`config.mk`:
```
export PLATFORM = sky130hd
export DESIGN_NAME = linear_scan_priority_queue
export DESIGN_NICKNAME = d
export VERILOG_FILES = /design/src/hw/rtl/lspq_pkg.sv /design/src/hw/rtl/lspq_ctrl.sv /design/src/hw/rtl/lspq_datapath.sv /design/src/hw/rtl/linear_scan_priority_queue.sv
export SDC_FILE = /design/constraint.sdc
export NUM_CORES = 1
export LEC_CHECK = 0
export ABC_AREA = 0
export BUFFER_PORTS_ARGS = -buffer_cell sky130_fd_sc_hd__clkbuf_2
export CAP_MARGIN = 30
export CORE_ASPECT_RATIO = 0.75
export CORE_MARGIN = 2
export CORE_UTILIZATION = 50
export DETAILED_ROUTE_END_ITERATION = 8
export GPL_TIMING_DRIVEN = 0
export PLACE_DENSITY = 0.75
export RECOVER_POWER = 25
export SYNTH_ARGS = -nofsm -noshare
export SYNTH_HDL_FRONTEND = slang
export SYNTH_SLANG_ARGS = --single-unit
```
`constraint.sdc`:
```
create_clock -name clk -period 6.25 [get_ports clk]
set_input_delay 0.625 -clock clk [delete_from_list [all_inputs] [get_ports clk]]
set_output_delay 0.625 -clock clk [all_outputs]
set_load 0.01 [all_outputs]
```
`src/hw/rtl/lspq_pkg.sv`:
```
// Shared types and constants for the linear-scan priority queue.
// No dependencies; imported by the controller, datapath, top level and checker.
package lspq_pkg;

    localparam int PRIO_W   = 8;
    localparam int DATA_W   = 32;
    localparam int FILL_W   = 5;
    localparam int STATUS_W = 2;

    // Operation codes
    localparam logic OP_ENQ = 1'b0;
    localparam logic OP_DEQ = 1'b1;

    // Result status codes
    localparam logic [STATUS_W-1:0] ST_OK    = 2'd0;
    localparam logic [STATUS_W-1:0] ST_FULL  = 2'd1;
    localparam logic [STATUS_W-1:0] ST_EMPTY = 2'd2;

    typedef enum logic [1:0] {
        S_IDLE,
        S_SCAN,
        S_SHIFT,
        S_RESULT
    } lspq_state_t;

    // Controller to datapath
    typedef struct packed {
        logic accept;
        logic scan_start;
        logic scan_run;
        logic shift_start;
        logic shift_run;
        logic finish;
        logic load_out;
    } lspq_cmd_t;

    // Datapath to controller
    typedef struct packed {
        logic count_zero;
        logic sweep_done;
        logic out_free;
    } lspq_stat_t;

endpackage

```
`src/hw/rtl/lspq_ctrl.sv`:
```
// Controller state machine for the linear-scan priority queue.
// Depends on lspq_pkg; drives lspq_datapath through lspq_cmd_t.
module lspq_ctrl (
    input  logic                  clk,
    input  logic                  rst_n,
    input  logic                  in_valid,
    input  logic                  op,
    input  lspq_pkg::lspq_stat_t  stat,
    output logic                  in_stall,
    output lspq_pkg::lspq_cmd_t   cmd
);
    import lspq_pkg::*;

    lspq_state_t state_reg;
    lspq_state_t state_next;

    // State register
    always_ff @(posedge clk or negedge rst_n)
    begin
        if (!rst_n)
        begin
            state_reg <= S_IDLE;
        end
        else
        begin
            state_reg <= state_next;
        end
    end

    // Next state
    always_comb
    begin
        state_next = state_reg;
        unique case (state_reg)
            S_IDLE:
            begin
                if (in_valid)
                begin
                    if (op == OP_DEQ && !stat.count_zero)
                    begin
                        state_next = S_SCAN;
                    end
                    else
                    begin
                        state_next = S_RESULT;
                    end
                end
            end
            S_SCAN:
            begin
                if (stat.sweep_done)
                begin
                    state_next = S_SHIFT;
                end
            end
            S_SHIFT:
            begin
                if (stat.sweep_done)
                begin
                    state_next = S_RESULT;
                end
            end
            S_RESULT:
            begin
                if (stat.out_free)
                begin
                    state_next = S_IDLE;
                end
            end
        endcase
    end

    // Outputs
    always_comb
    begin
        cmd      = '0;
        in_stall = 1'b1;
        unique case (state_reg)
            S_IDLE:
            begin
                in_stall       = 1'b0;
                cmd.accept     = in_valid;
                cmd.scan_start = in_valid && (op == OP_DEQ) && !stat.count_zero;
            end
            S_SCAN:
            begin
                cmd.scan_run    = 1'b1;
                cmd.shift_start = stat.sweep_done;
            end
            S_SHIFT:
            begin
                cmd.shift_run = 1'b1;
                cmd.finish    = stat.sweep_done;
            end
            S_RESULT:
            begin
                cmd.load_out = stat.out_free;
            end
        endcase
    end

endmodule

```
`src/hw/rtl/lspq_datapath.sv`:
```
// Datapath of the linear-scan priority queue: entry memory, count, scan and
// shift pointers, best-entry tracking, result and output registers.
// Depends on lspq_pkg; commanded by lspq_ctrl.
module lspq_datapath #(
    parameter int DEPTH = 16
) (
    input  logic                                 clk,
    input  logic                                 rst_n,
    input  lspq_pkg::lspq_cmd_t                  cmd,
    output lspq_pkg::lspq_stat_t                 stat,
    input  logic                                 op,
    input  logic        [lspq_pkg::PRIO_W-1:0]   item_priority,
    input  logic signed [lspq_pkg::DATA_W-1:0]   item_data,
    input  logic                                 out_stall,
    output logic                                 out_valid,
    output logic        [lspq_pkg::STATUS_W-1:0] status,
    output logic        [lspq_pkg::PRIO_W-1:0]   out_priority,
    output logic signed [lspq_pkg::DATA_W-1:0]   out_data,
    output logic        [lspq_pkg::FILL_W-1:0]   fill_count
);
    import lspq_pkg::*;

    localparam int ADDR_W = $clog2(DEPTH);
    localparam int CNT_W  = $clog2(DEPTH + 1);
    localparam int ENT_W  = PRIO_W + DATA_W;

    // Entry memory: priority in the upper bits, data below
    logic [ENT_W-1:0] mem [DEPTH];
    logic [ENT_W-1:0] rd_data_reg;

    logic [CNT_W-1:0]  count_reg;
    logic [CNT_W-1:0]  idx_reg;
    logic              pv_reg;
    logic [ADDR_W-1:0] pidx_reg;

    logic              best_valid_reg;
    logic [ADDR_W-1:0] best_idx_reg;
    logic [PRIO_W-1:0] best_prio_reg;
    logic [DATA_W-1:0] best_data_reg;

    logic [STATUS_W-1:0] res_status_reg;
    logic [PRIO_W-1:0]   res_prio_reg;
    logic [DATA_W-1:0]   res_data_reg;

    logic                out_valid_reg;
    logic [STATUS_W-1:0] out_status_reg;
    logic [PRIO_W-1:0]   out_prio_reg;
    logic [DATA_W-1:0]   out_data_reg;
    logic [FILL_W-1:0]   out_fill_reg;

    logic              count_full;
    logic              enq_ok;
    logic              issue;
    logic [ADDR_W-1:0] rd_addr;
    logic              wr_en;
    logic [ADDR_W-1:0] wr_addr;
    logic [ENT_W-1:0]  wr_data;
    logic [PRIO_W-1:0] rd_prio;
    logic [DATA_W-1:0] rd_dat;
    logic [CNT_W+FILL_W-1:0] count_ext;

    // Pointer and port control
    assign count_full = (count_reg == CNT_W'(DEPTH));
    assign enq_ok     = cmd.accept && (op == OP_ENQ) && !count_full;
    assign issue      = (cmd.scan_run || cmd.shift_run) && (idx_reg != count_reg);
    assign rd_addr    = idx_reg[ADDR_W-1:0];
    assign rd_prio    = rd_data_reg[ENT_W-1 -: PRIO_W];
    assign rd_dat     = rd_data_reg[DATA_W-1:0];

    // Write port: append on enqueue, move down one place during the shift sweep
    assign wr_en   = enq_ok || (cmd.shift_run && pv_reg);
    assign wr_addr = cmd.shift_run ? (pidx_reg - ADDR_W'(1)) : count_reg[ADDR_W-1:0];
    assign wr_data = cmd.shift_run ? rd_data_reg : {item_priority, item_data};

    // Memory with registered read
    always_ff @(posedge clk)
    begin
        if (wr_en)
        begin
            mem[wr_addr] <= wr_data;
        end
        if (issue)
        begin
            rd_data_reg <= mem[rd_addr];
        end
    end

    // Count, sweep pointer and read-pipe valid
    always_ff @(posedge clk or negedge rst_n)
    begin
        if (!rst_n)
        begin
            count_reg      <= '0;
            idx_reg        <= '0;
            pv_reg         <= 1'b0;
            best_valid_reg <= 1'b0;
            out_valid_reg  <= 1'b0;
        end
        else
        begin
            if (enq_ok)
            begin
                count_reg <= count_reg + CNT_W'(1);
            end
            else if (cmd.finish)
            begin
                count_reg <= count_reg - CNT_W'(1);
            end

            if (cmd.scan_start)
            begin
                idx_reg <= '0;
            end
            else if (cmd.shift_start)
            begin
                idx_reg <= CNT_W'(best_idx_reg) + CNT_W'(1);
            end
            else if (issue)
            begin
                idx_reg <= idx_reg + CNT_W'(1);
            end

            if (cmd.scan_start || cmd.shift_start)
            begin
                pv_reg <= 1'b0;
            end
            else
            begin
                pv_reg <= issue;
            end

            if (cmd.scan_start)
            begin
                best_valid_reg <= 1'b0;
            end
            else if (cmd.scan_run && pv_reg)
            begin
                best_valid_reg <= 1'b1;
            end

            if (cmd.load_out)
            begin
                out_valid_reg <= 1'b1;
            end
            else if (out_valid_reg && !out_stall)
            begin
                out_valid_reg <= 1'b0;
            end
        end
    end

    // Address of the entry in the read register; best entry so far (strict
    // less-than keeps the earliest entry on a tie)
    always_ff @(posedge clk)
    begin
        if (issue)
        begin
            pidx_reg <= rd_addr;
        end
        if (cmd.scan_run && pv_reg && (!best_valid_reg || rd_prio < best_prio_reg))
        begin
            best_idx_reg  <= pidx_reg;
            best_prio_reg <= rd_prio;
            best_data_reg <= rd_dat;
        end
    end

    // Pending result
    always_ff @(posedge clk)
    begin
        if (cmd.accept)
        begin
            res_prio_reg <= '0;
            res_data_reg <= '0;
            if (op == OP_ENQ)
            begin
                res_status_reg <= count_full ? ST_FULL : ST_OK;
            end
            else
            begin
                res_status_reg <= (count_reg == '0) ? ST_EMPTY : ST_OK;
            end
        end
        else if (cmd.finish)
        begin
            res_prio_reg <= best_prio_reg;
            res_data_reg <= best_data_reg;
        end
    end

    // Output register payload
    assign count_ext = (CNT_W + FILL_W)'(count_reg);

    always_ff @(posedge clk)
    begin
        if (cmd.load_out)
        begin
            out_status_reg <= res_status_reg;
            out_prio_reg   <= res_prio_reg;
            out_data_reg   <= res_data_reg;
            out_fill_reg   <= count_ext[FILL_W-1:0];
        end
    end

    assign stat.count_zero = (count_reg == '0);
    assign stat.sweep_done = (idx_reg == count_reg) && !pv_reg;
    assign stat.out_free   = !out_valid_reg || !out_stall;

    assign out_valid    = out_valid_reg;
    assign status       = out_status_reg;
    assign out_priority = out_prio_reg;
    assign out_data     = out_data_reg;
    assign fill_count   = out_fill_reg;

endmodule

```
`src/hw/rtl/linear_scan_priority_queue.sv`:
```
// Linear-scan priority queue, DEPTH entries held unsorted in insertion order.
// Enqueue or empty dequeue: result registered, then loaded out when the output is free.
// Dequeue of n stored entries, lowest at index b: a scan of n, then a shift of n - 1 - b
// entries, each at one entry memory read per cycle.
// One item at a time; the next transfer in can be taken in the cycle after the result load.
// Reset clears the count and control state; entries are not cleared.
module linear_scan_priority_queue #(
    parameter int DEPTH = 16
) (
    input  logic                                 clk,
    input  logic                                 rst_n,
    input  logic                                 in_valid,
    output logic                                 in_stall,
    input  logic                                 op,
    input  logic        [lspq_pkg::PRIO_W-1:0]   item_priority,
    input  logic signed [lspq_pkg::DATA_W-1:0]   item_data,
    output logic                                 out_valid,
    input  logic                                 out_stall,
    output logic        [lspq_pkg::STATUS_W-1:0] status,
    output logic        [lspq_pkg::PRIO_W-1:0]   out_priority,
    output logic signed [lspq_pkg::DATA_W-1:0]   out_data,
    output logic        [lspq_pkg::FILL_W-1:0]   fill_count
);
    import lspq_pkg::*;

    lspq_cmd_t  cmd;
    lspq_stat_t stat;

    lspq_ctrl u_ctrl (
        .clk      (clk),
        .rst_n    (rst_n),
        .in_valid (in_valid),
        .op       (op),
        .stat     (stat),
        .in_stall (in_stall),
        .cmd      (cmd)
    );

    lspq_datapath #(
        .DEPTH (DEPTH)
    ) u_datapath (
        .clk           (clk),
        .rst_n         (rst_n),
        .cmd           (cmd),
        .stat          (stat),
        .op            (op),
        .item_priority (item_priority),
        .item_data     (item_data),
        .out_stall     (out_stall),
        .out_valid     (out_valid),
        .status        (status),
        .out_priority  (out_priority),
        .out_data      (out_data),
        .fill_count    (fill_count)
    );

endmodule

```
After elaboration in Yosys (flattened, before gate mapping)
Memory sizes are Yosys's and may differ from the RTL's. A register that Yosys moved wholly into a read port is not among the register bits.
Index checks and enable logic that the tools add are counted.
{"block": "classes", "n_mux": 28, "eq_ne": 10, "bitwise_logic": 1, "n_addsub": 5, "n_reduce_logical": 29, "order_cmp": 1}
{"op": "$mux 40", "count": 1}
{"op": "$mux 5", "count": 5}
{"op": "$mux 2", "count": 10}
{"op": "$logic_and 1x1->1", "count": 11}
{"op": "$add 5x1->5 const B", "count": 2}
{"op": "$mux 1", "count": 10}
{"op": "$lt 8x8->1", "count": 1}
{"op": "$pmux 2 s4", "count": 1}
{"op": "$logic_not 1->1", "count": 6}
{"op": "$ne 2x1->1 const B", "count": 3}
{"op": "$reduce_bool 2->1", "count": 3}
{"op": "$add 4x1->5 const B", "count": 1}
{"op": "$eq 5x5->1", "count": 1}
{"op": "$eq 5x5->1 const B", "count": 1}
{"op": "$logic_not 5->1", "count": 1}
{"op": "$logic_or 1x1->1", "count": 5}
{"op": "$ne 5x5->1", "count": 1}
{"op": "$sub 5x1->5 const B", "count": 1}
{"op": "$eq 2x2->1 const B", "count": 2}
{"op": "$mux 4", "count": 1}
{"op": "$reduce_and 4->1", "count": 1}
{"op": "$sub 4x1->4 const B", "count": 1}
{"op": "$reduce_bool 3->1", "count": 1}
{"op": "$eq 2x1->1 const B", "count": 1}
{"op": "3 further kinds", "count": 3}
{"block": "word_totals", "inputBits": 45, "regBits": 152, "ram_bits": 640, "memories": 1}
{"memory": "u_datapath.mem", "words": 16, "word_bits": 40, "rd": 1, "rd_ports_with_merged_regs": 1, "wr": 1, "line_no": "lspq_datapath.sv:28", "source": "logic [ENT_W-1:0] mem [DEPTH];"}

Longest topological paths before layout
Gate-level depths: netlist of the first run.
{"block": "logic_depth", "ltp_word": 9, "depth_mapped": 10, "mapped_depth_nobuf": 10}

Hierarchy
Synthesis of the first run repeated with hierarchy kept, for this count alone.
{"block": "hier_totals", "cells_unflattened": 1385, "area_unflattened_um2": 31485.2}
{"mod": "lspq_datapath", "area_each_um2": 31236.2, "cells_each": 1358, "instances": 1, "seq_area_each_um2": 24458.5}
{"mod": "lspq_ctrl", "area_each_um2": 249.0, "cells_each": 27, "instances": 1, "seq_area_each_um2": 50.0}

Worst setup path before layout of the first run
No wires, ideal clock.
{"block": "synth_timing", "kind": "input to register", "startpoint": "input out_stall", "endpoint": "register u_datapath.out_fill_reg[0] (netlist: u_datapath.fill_count[0]) (enable)", "required_time_ps": 5727, "path_buffers": 0, "setup_slack_ps": 1651, "stages": 1, "t_arrival_ps": 4076, "cell_sequence": "a21boi_0"}
{"block": "synth_between", "elab_chain_cells": 3}
{"element": "start, declared", "line_no": "linear_scan_priority_queue.sv:18", "source": "input logic out_stall,"}
{"element": "$logic_not 1->1", "line_no": "lspq_datapath.sv:207", "source": "assign stat.out_free = !out_valid_reg || !out_stall;"}
{"element": "$logic_or 1x1->1", "line_no": "lspq_datapath.sv:207"}
{"element": "$mux 1", "line_no": "lspq_ctrl.sv:78", "source": "unique case (state_reg)"}
{"element": "end signal, assigned", "line_no": "lspq_datapath.sv:201", "source": "out_fill_reg <= count_ext[FILL_W-1:0];"}
{"element": "end, declared", "line_no": "lspq_datapath.sv:49", "source": "logic [FILL_W-1:0] out_fill_reg;"}
Every way passes these cells.
A chain may end at the register's enable or synchronous reset.

Final worst setup path of the first run
{"block": "layout_timing", "startpoint": "register u_datapath.idx_reg[2]", "endpoint": "register u_datapath.idx_reg[0]"}
{"block": "layout_between", "elab_cells_between_ends": 8, "cone_classes": "eq/ne: 2; mux: 3; reduce/logical: 3"}
{"element": "start, declared", "line_no": "lspq_datapath.sv:32", "source": "logic [CNT_W-1:0] idx_reg;"}
{"element": "start signal, assigned", "line_no": "lspq_datapath.sv:116", "source": "idx_reg <= CNT_W'(best_idx_reg) + CNT_W'(1);"}
{"element": "start signal, assigned", "line_no": "lspq_datapath.sv:120", "source": "idx_reg <= idx_reg + CNT_W'(1);"}
{"element": "$ne 5x5->1", "line_no": "lspq_datapath.sv:65", "source": "assign issue = (cmd.scan_run || cmd.shift_run) && (idx_reg != count_reg);"}
{"element": "$logic_and 1x1->1", "line_no": "lspq_datapath.sv:65"}
{"element": "via u_datapath.issue", "line_no": "lspq_datapath.sv:53", "source": "logic issue;"}
{"element": "$reduce_bool 3->1 (no source line)"}
The timed path passes the listed nets, and every way through them passes these cells.

==> metrics.txt, run 1 <==
Antenna Nets Post-Route=0; Async SR Flop Fraction=1.80%; Mapped Nets=roughly 1500; Worst Max-Slew Pin Slew=3380 ps; Clock Latency Late Sink=around 630 ps; dpl hpwl=~43 mm; CTS tree=built; cells after synthesis=between 1000 and 1500; H-tree depth=3; RSZ-0062 raised after global routing=no; clock power share=a little over a quarter; WP data required=slightly below 7000 ps; clk slew on worst S/H paths=about 60 ps; Syn. warnings=0; Util after Layout=between 50% and 60%; I/O Buffers=between 90 and 100; final worst path period share=70.1%; number of synthesized register bits=roughly 830; Sw Share=30.2%; die height=221 um; EDFF count, synth=between 700 and 800; Layout area overhead=15.3%; # rows=approximately 80; DR pass1 iterations=6; First DRT Iteration DRCs=between 1500 and 2000; # fillers=4261; Max Clock Skew=29.2 ps; Via density=about 6; outcome=finished with violations; All-Layer GR Usage=between 20 and 25%; layout cells sized above 1=28.1%; failing checks=capacitance limit, slew limit; TNS Setup=0 ps; Avg Cell Area, Syn=around 22 um2; placer congestion estimate=slightly below 0.8; critical path class=reg2reg; clock root cell=clkbuf_16; fin. max-slew vios=34; RR Startpoint=u_datapath.idx_reg[2]$_DFFE_PN0P_; Initial Utilization=between 50 and 60%; crit path capture type=flop; hold path endpoint=u_datapath.out_valid$_DFFE_PN0P_; max_cap viols=2; Die ar.=roughly 65000 um2; Reg2Reg Capture Point=u_datapath.idx_reg[0]$_DFFE_PN0P_; largest net degree at the start of global routing=24; critical-path cell list=clkbuf_1, xor2_1, nor2_1, a21boi_0, buf_12, xnor2_1, a21oi_1; worst reg-to-reg setup slack=between 1500 and 2000 ps; IR drop worst, VDD=0.340 mV; Logic pwr share=between 20 and 30%; clk buf depth=3; dpl ws=about 2000 ps; Data arrival, critical path=between 4000 and 5000 ps; Post-synth top flop=edfxtp_1; vias in the first global route=roughly 16000; Cell Area, Synth=31500 um2; max incr delay on CP=2540 ps; Rel. slew slack=-127%; Reg2Reg Depth=7; # IOs=94; Flop pwr share=45.0%; register area share after synthesis=77.9%; Final Hold Fails=0; first-pass GRT wire length=between 100 and 150 mm; Final Routed Wirelength=around 72 mm; PD cells=between 400 and 500 nW/um2; core footprint=around 62000 um2; initial antenna violation count=1; Final setup viols=0; Hold WC Path Type=in2reg; ANT cells=0; via count=about 15000; Synth cell types=47; total CTS buffers=77; hold path start=out_stall; Psw=around 5.4 mW; Critical Path Fanout Max=20; final setup margin=1870 ps; average wire per standard cell=28.7 um; Pleak=~12 nW; Hold Buf Count CTS=1; post-CTS setup buffer count=0; FMAX=0.228 GHz; Worst Hold Depth=2; total grt overflow=0; Setup crit start kind=flop; Pint=between 10 and 15 mW; post-CTS sizing=0; CP max stage cell=a21boi_0; die width=between 200 and 300 um; DRC=0; CTS sink cnt=approximately 830; nets=~1700; number of flip-flops in the largest register=between 600 and 700; Tmin final=4380 ps
==> stage by stage <==
stage	power [mW]	hold slack (ps)	instances	cell area (um2)
global route	18.6	251	2506	36300
detailed placement	13.3	410	2359	33800
floorplan	11.3	329	1423	31500
CTS	18.1	258	2503	36400
finish	17.9	239	2506	36300
global placement	12.7	413	2326	32900
==> how the worst max path moves through the flow <==
stage                                            startpoint                                 end  slack [ps]  depth (start not counted)
after floorplan                                   out_stall  u_datapath.fill_count[0]$_DFFE_PP_        1650                          1
after global placement                            out_stall   u_datapath.out_data[16]$_DFFE_PP_       -1800                          2
after detailed placement    u_ctrl.state_reg[0]$_DFFE_PN0P_      u_datapath.mem[0][6]$_DFFE_PP_        1990                          7
after CTS                   u_ctrl.state_reg[0]$_DFFE_PN0P_     u_datapath.mem[0][38]$_DFFE_PP_        1950                          7
after global routing      u_datapath.idx_reg[2]$_DFFE_PN0P_   u_datapath.idx_reg[0]$_DFFE_PN0P_        1670                          7
final                     u_datapath.idx_reg[2]$_DFFE_PN0P_   u_datapath.idx_reg[0]$_DFFE_PN0P_        1870                          7
==> critical path, delay by kind of cell (launching register included) <==
kind | cells | cell delay, ps
and+or+nand+nor | 1 | 170
buffers and inverters | 2 | 740
DFF | 1 | 340
AOI/OAI and AO/OA | 2 | 2630
xor gates and xnor gates | 2 | 360
==> synth_stat cells (5+ instances only) <==
cell type	count	area share (%)
a21o_1	8	0.19
a21oi_1	55	0.87
buf_2	15	0.24
buf_6	10	0.36
clkbuf_1	36	0.43
dfrtp_1	15	1.2
dfxtp_1	40	2.5
edfxtp_1	777	74
ha_1	17	0.68
inv_1	14	0.17
mux2_2	42	1.5
mux4_2	200	14
nand2_1	86	1.0
nor2_1	27	0.32
o21ai_1	5	0.080
xnor2_1	10	0.28
xor2_1	8	0.22
==> cells by family (layout without fill, tap and decap cells) <==
kind of cell    Yosys count  in the layout  synth area share (%)
mux                     248            248                  16.1
xor+xnor                 18             18                 0.501
fa+ha+maj                18             18                 0.740
buf+inv                  83            356                  1.34
compound gates           84             84                  1.52
flops                   832            832                  77.9
simple gates            140            140                  1.95
==> routing by layer <==
metal,track usage (%),vias up,part of all wire [%]
met2,36.4,878,49
met3,4.52,153,9.7
met1,31.6,8058,39
li1,-,6304,-
met5,0,-,0
met4,6.20,0,2.5
==> layout by cell type, fill, tap and decap left out, drive strengths merged, types with 3 or more instances in the layout <==
master    instances
a211oi            3
bufinv            8
o21ai             7
inv              15
xnor2            10
mux4            200
clkbuf          235
a21oi            55
clkinv           31
a31oi             3
nand4             4
nand2            86
nor3              4
a21o              8
nand3             4
clkinvlp          6
mux2             45
mux2i             3
nor2             28
buf              60
edfxtp          777
ha               17
dfrtp            15
xor2              8
dfxtp            40
==> power by group through the flow <==
| stage | sequential [mW] | clock, mW | combinational [mW] |
|---|---|---|---|
| global route | 8.12 | 5.06 | 5.37 |
| detailed placement | 8.14 | 0 | 5.14 |
| finish | 8.06 | 4.81 | 5.06 |
| global placement | 8.22 | 0 | 4.52 |
| floorplan | 8.11 | 0 | 3.22 |
| CTS | 8.04 | 4.87 | 5.20 |
==> final cells by class <==
class,count,area (um2),share of cell area [%]
tap,810,1010,2.79
clock buffer,97,2120,5.84
clock inverter,46,470,1.30
sequential,832,24500,67.6
buffer,69,359,0.990
inverter,14,52.6,0.145
multi-input combinational,508,6640,18.3
timing repair buffer,130,1100,3.03
Power figures use the tool's default switching activity.
==> inputs of run 2 (changes only) <==
clock period = 4.3 ns   (was 6.25 ns; I/O delays follow)
==> metrics.txt, run 2 (synthesis results as in run 1) <==
outcome=finished with violations (unchanged); failing checks=capacitance limit, slew limit (unchanged); total CTS buffers=78 (was 77); Final Hold Fails=0 (unchanged); hold path start=out_stall (unchanged); clk buf depth=3 (unchanged); Final Power=25.9 mW (was 17.9 mW); delay-heaviest family, CP=buffers and inverters (was compound AO/OA/AOI/OAI gates); IR drop worst, VDD=0.423 mV (was 0.340 mV); critical path class=reg2reg (unchanged); met2 Use GR=37.5% (was 36.4%); first-pass GRT wire length=104 mm (was 105 mm); H-tree depth=3 (unchanged); Reg2Reg Capture Point=u_datapath.mem[0][36]$_DFFE_PP_ (was u_datapath.idx_reg[0]$_DFFE_PN0P_); First DRT Iteration DRCs=1735 (was 1820); max incr delay on CP=830 ps (was 2540 ps); DR pass1 iterations=6 (unchanged); placer congestion estimate=0.755 (was 0.782); Max Clock Skew=32.2 ps (was 29.2 ps); Layout area overhead=15.4% (was 15.3%); WP data required=4610 ps (was 6740 ps); Initial Utilization=50.6% (unchanged); Hold Buf Count CTS=1 (unchanged); Util after Layout=58.4% (was 58.3%); post-CTS setup buffer count=0 (unchanged); largest net degree at the start of global routing=26 (was 24); Antenna Nets Post-Route=0 (unchanged); Tmin final=4170 ps (was 4380 ps); met1 Use GR=29.5% (was 31.6%); most common cell after layout, fill and taps aside=edfxtp_1 (unchanged); Hold WC Path Type=in2reg (unchanged); Die ar.=65000 um2 (unchanged); All-Layer GR Usage=22.5% (about the same); CTS sink cnt=832 (unchanged); core footprint=62200 um2 (unchanged); # IOs=94 (unchanged); average wire per standard cell=28.6 um (was 28.7 um); post-CTS sizing=0 (unchanged); RSZ-0062 raised after global routing=no (unchanged); clk slew on worst S/H paths=60 ps (about the same); final setup margin=134 ps (was 1870 ps); Rel. slew slack=-75.4% (was -127%); CTS tree=built (unchanged); Worst Hold Depth=2 (unchanged); die height=221 um (unchanged); Via density=6.10 (was 6.14); worst path bufs/invs=5 (was 2); busiest grt layer=met2 (unchanged); hold path endpoint=u_datapath.out_valid$_DFFE_PN0P_ (unchanged); Reg2Reg Depth=8 (was 7); clock root cell=clkbuf_16 (unchanged); CP max stage cell=clkbuf_1 (was a21boi_0); Data arrival, critical path=4480 ps (was 4870 ps); most frequent CP cell=clkbuf_1; nets=1701 (was 1695); critical-path cell list=inv_1, ha_1, clkbuf_1, clkbuf_1, a31oi_1, buf_4, nor2_4, buf_12 (was clkbuf_1, xor2_1, nor2_1, a21boi_0, buf_12, xnor2_1, a21oi_1); I/O Buffers=93 (unchanged); dpl ws=91.8 ps (was 1990 ps); die width=294 um (unchanged); total grt overflow=0 (unchanged); max_cap viols=4 (was 2); crit path capture type=flop (unchanged); FMAX=0.240 GHz (was 0.228 GHz); Worst Max-Slew Pin Slew=2630 ps (was 3380 ps); most frequent cells in the layout=777 x edfxtp_1, 200 x mux4_2, 117 x clkbuf_1, 86 x nand2_1, 81 x clkbuf_16 (was 777 x edfxtp_1, 200 x mux4_2, 107 x clkbuf_1, 86 x nand2_1, 81 x clkbuf_16); final worst path period share=96.9% (was 70.1%); layout cells sized above 1=28.0% (was 28.1%); # rows=79 (unchanged); Critical Path Fanout Max=21 (was 20); DRC=0 (unchanged); number of flip-flops in the largest register=640 (unchanged); Setup crit start kind=flop (unchanged); fin. max-slew vios=76 (was 34); Clock Latency Late Sink=640 ps (was 630 ps); ANT cells=0 (unchanged); Pleak=11.6 nW (was 11.5 nW); initial antenna violation count=0 (was 1); met3 Track Usage GR=5.21% (was 4.52%); via count=15300 (was 15400); Final setup viols=0 (unchanged); vias in the first global route=15800 (about the same); worst reg-to-reg setup slack=130 ps (was 1870 ps); RR Startpoint=u_ctrl.state_reg[0]$_DFFE_PN0P_ (was u_datapath.idx_reg[2]$_DFFE_PN0P_); Final Routed Wirelength=71.9 mm (about the same); PD cells=713 nW/um2 (was 494 nW/um2); dpl hpwl=43.5 mm (was 42.9 mm)
## run 2: cell count changes in the layout (fill, tap and decap cells not counted), sizes merged
cell      previous run  this run
clkinv              31        27
inv                 15        19
clkbuf             235       244
buf                 60        65
bufinv               8         5
clkinvlp             6         2
## run 2: area by class of cell
| class | instances | area, um2 |
|---|---|---|
| clock buffers | 106 | 2150 |
| well taps | 810 | 1010 |
| plain buffers | 69 | 357 |
| flip-flops and latches | 832 | 24500 |
| repair buffers | 135 | 1250 |
| clock inverters | 39 | 333 |
| inverters | 14 | 52.6 |
| fillers | 4253 | 25900 |
| multi-input cells | 508 | 6640 |
## run 2: report_power, final
group	total (mW)	switching (mW)	internal (mW)	leakage (nW)
Sequential	11.7	0.496	11.2	7.56
Clock	6.74	2.92	3.83	1.22
Combinational	7.43	4.37	3.06	2.77
## run 2: how the worst max path moves through the flow
stage	startpoint	endpoint	depth (start not counted)
2_1_floorplan	u_ctrl.state_reg[1]$_DFFE_PN0P_	u_datapath.best_data_reg[0]$_DFFE_PP_	7
4_1_cts	u_ctrl.state_reg[0]$_DFFE_PN0P_	u_datapath.mem[0][36]$_DFFE_PP_	7
5_1_grt	u_ctrl.state_reg[0]$_DFFE_PN0P_	u_datapath.mem[0][36]$_DFFE_PP_	8
6_report	u_ctrl.state_reg[0]$_DFFE_PN0P_	u_datapath.mem[0][36]$_DFFE_PP_	8
3_3_place_gp	u_ctrl.state_reg[0]$_DFFE_PN0P_	u_datapath.mem[8][6]$_DFFE_PP_	6
3_5_place_dp	u_ctrl.state_reg[0]$_DFFE_PN0P_	u_datapath.mem[0][8]$_DFFE_PP_	7
## run 2: per-layer routing
metal | up-vias | share of wire, %
met5 | - | 0
met4 | 0 | 3.0
met3 | 146 | 9.0
met2 | 838 | 50
met1 | 8047 | 38
li1 | 6305 | -
## run 2: stage by stage
stage          instance area, um2  setup TNS [ps]  hold slack, ps  cells
2_1_floorplan               31500               0             134   1423
4_1_cts                     36400               0            62.1   2511
6_report                    36300               0            46.5   2513
3_3_place_gp                32900        -1517290             376   2326
5_1_grt                     36300               0            40.6   2513
3_5_place_dp                34000               0             377   2365
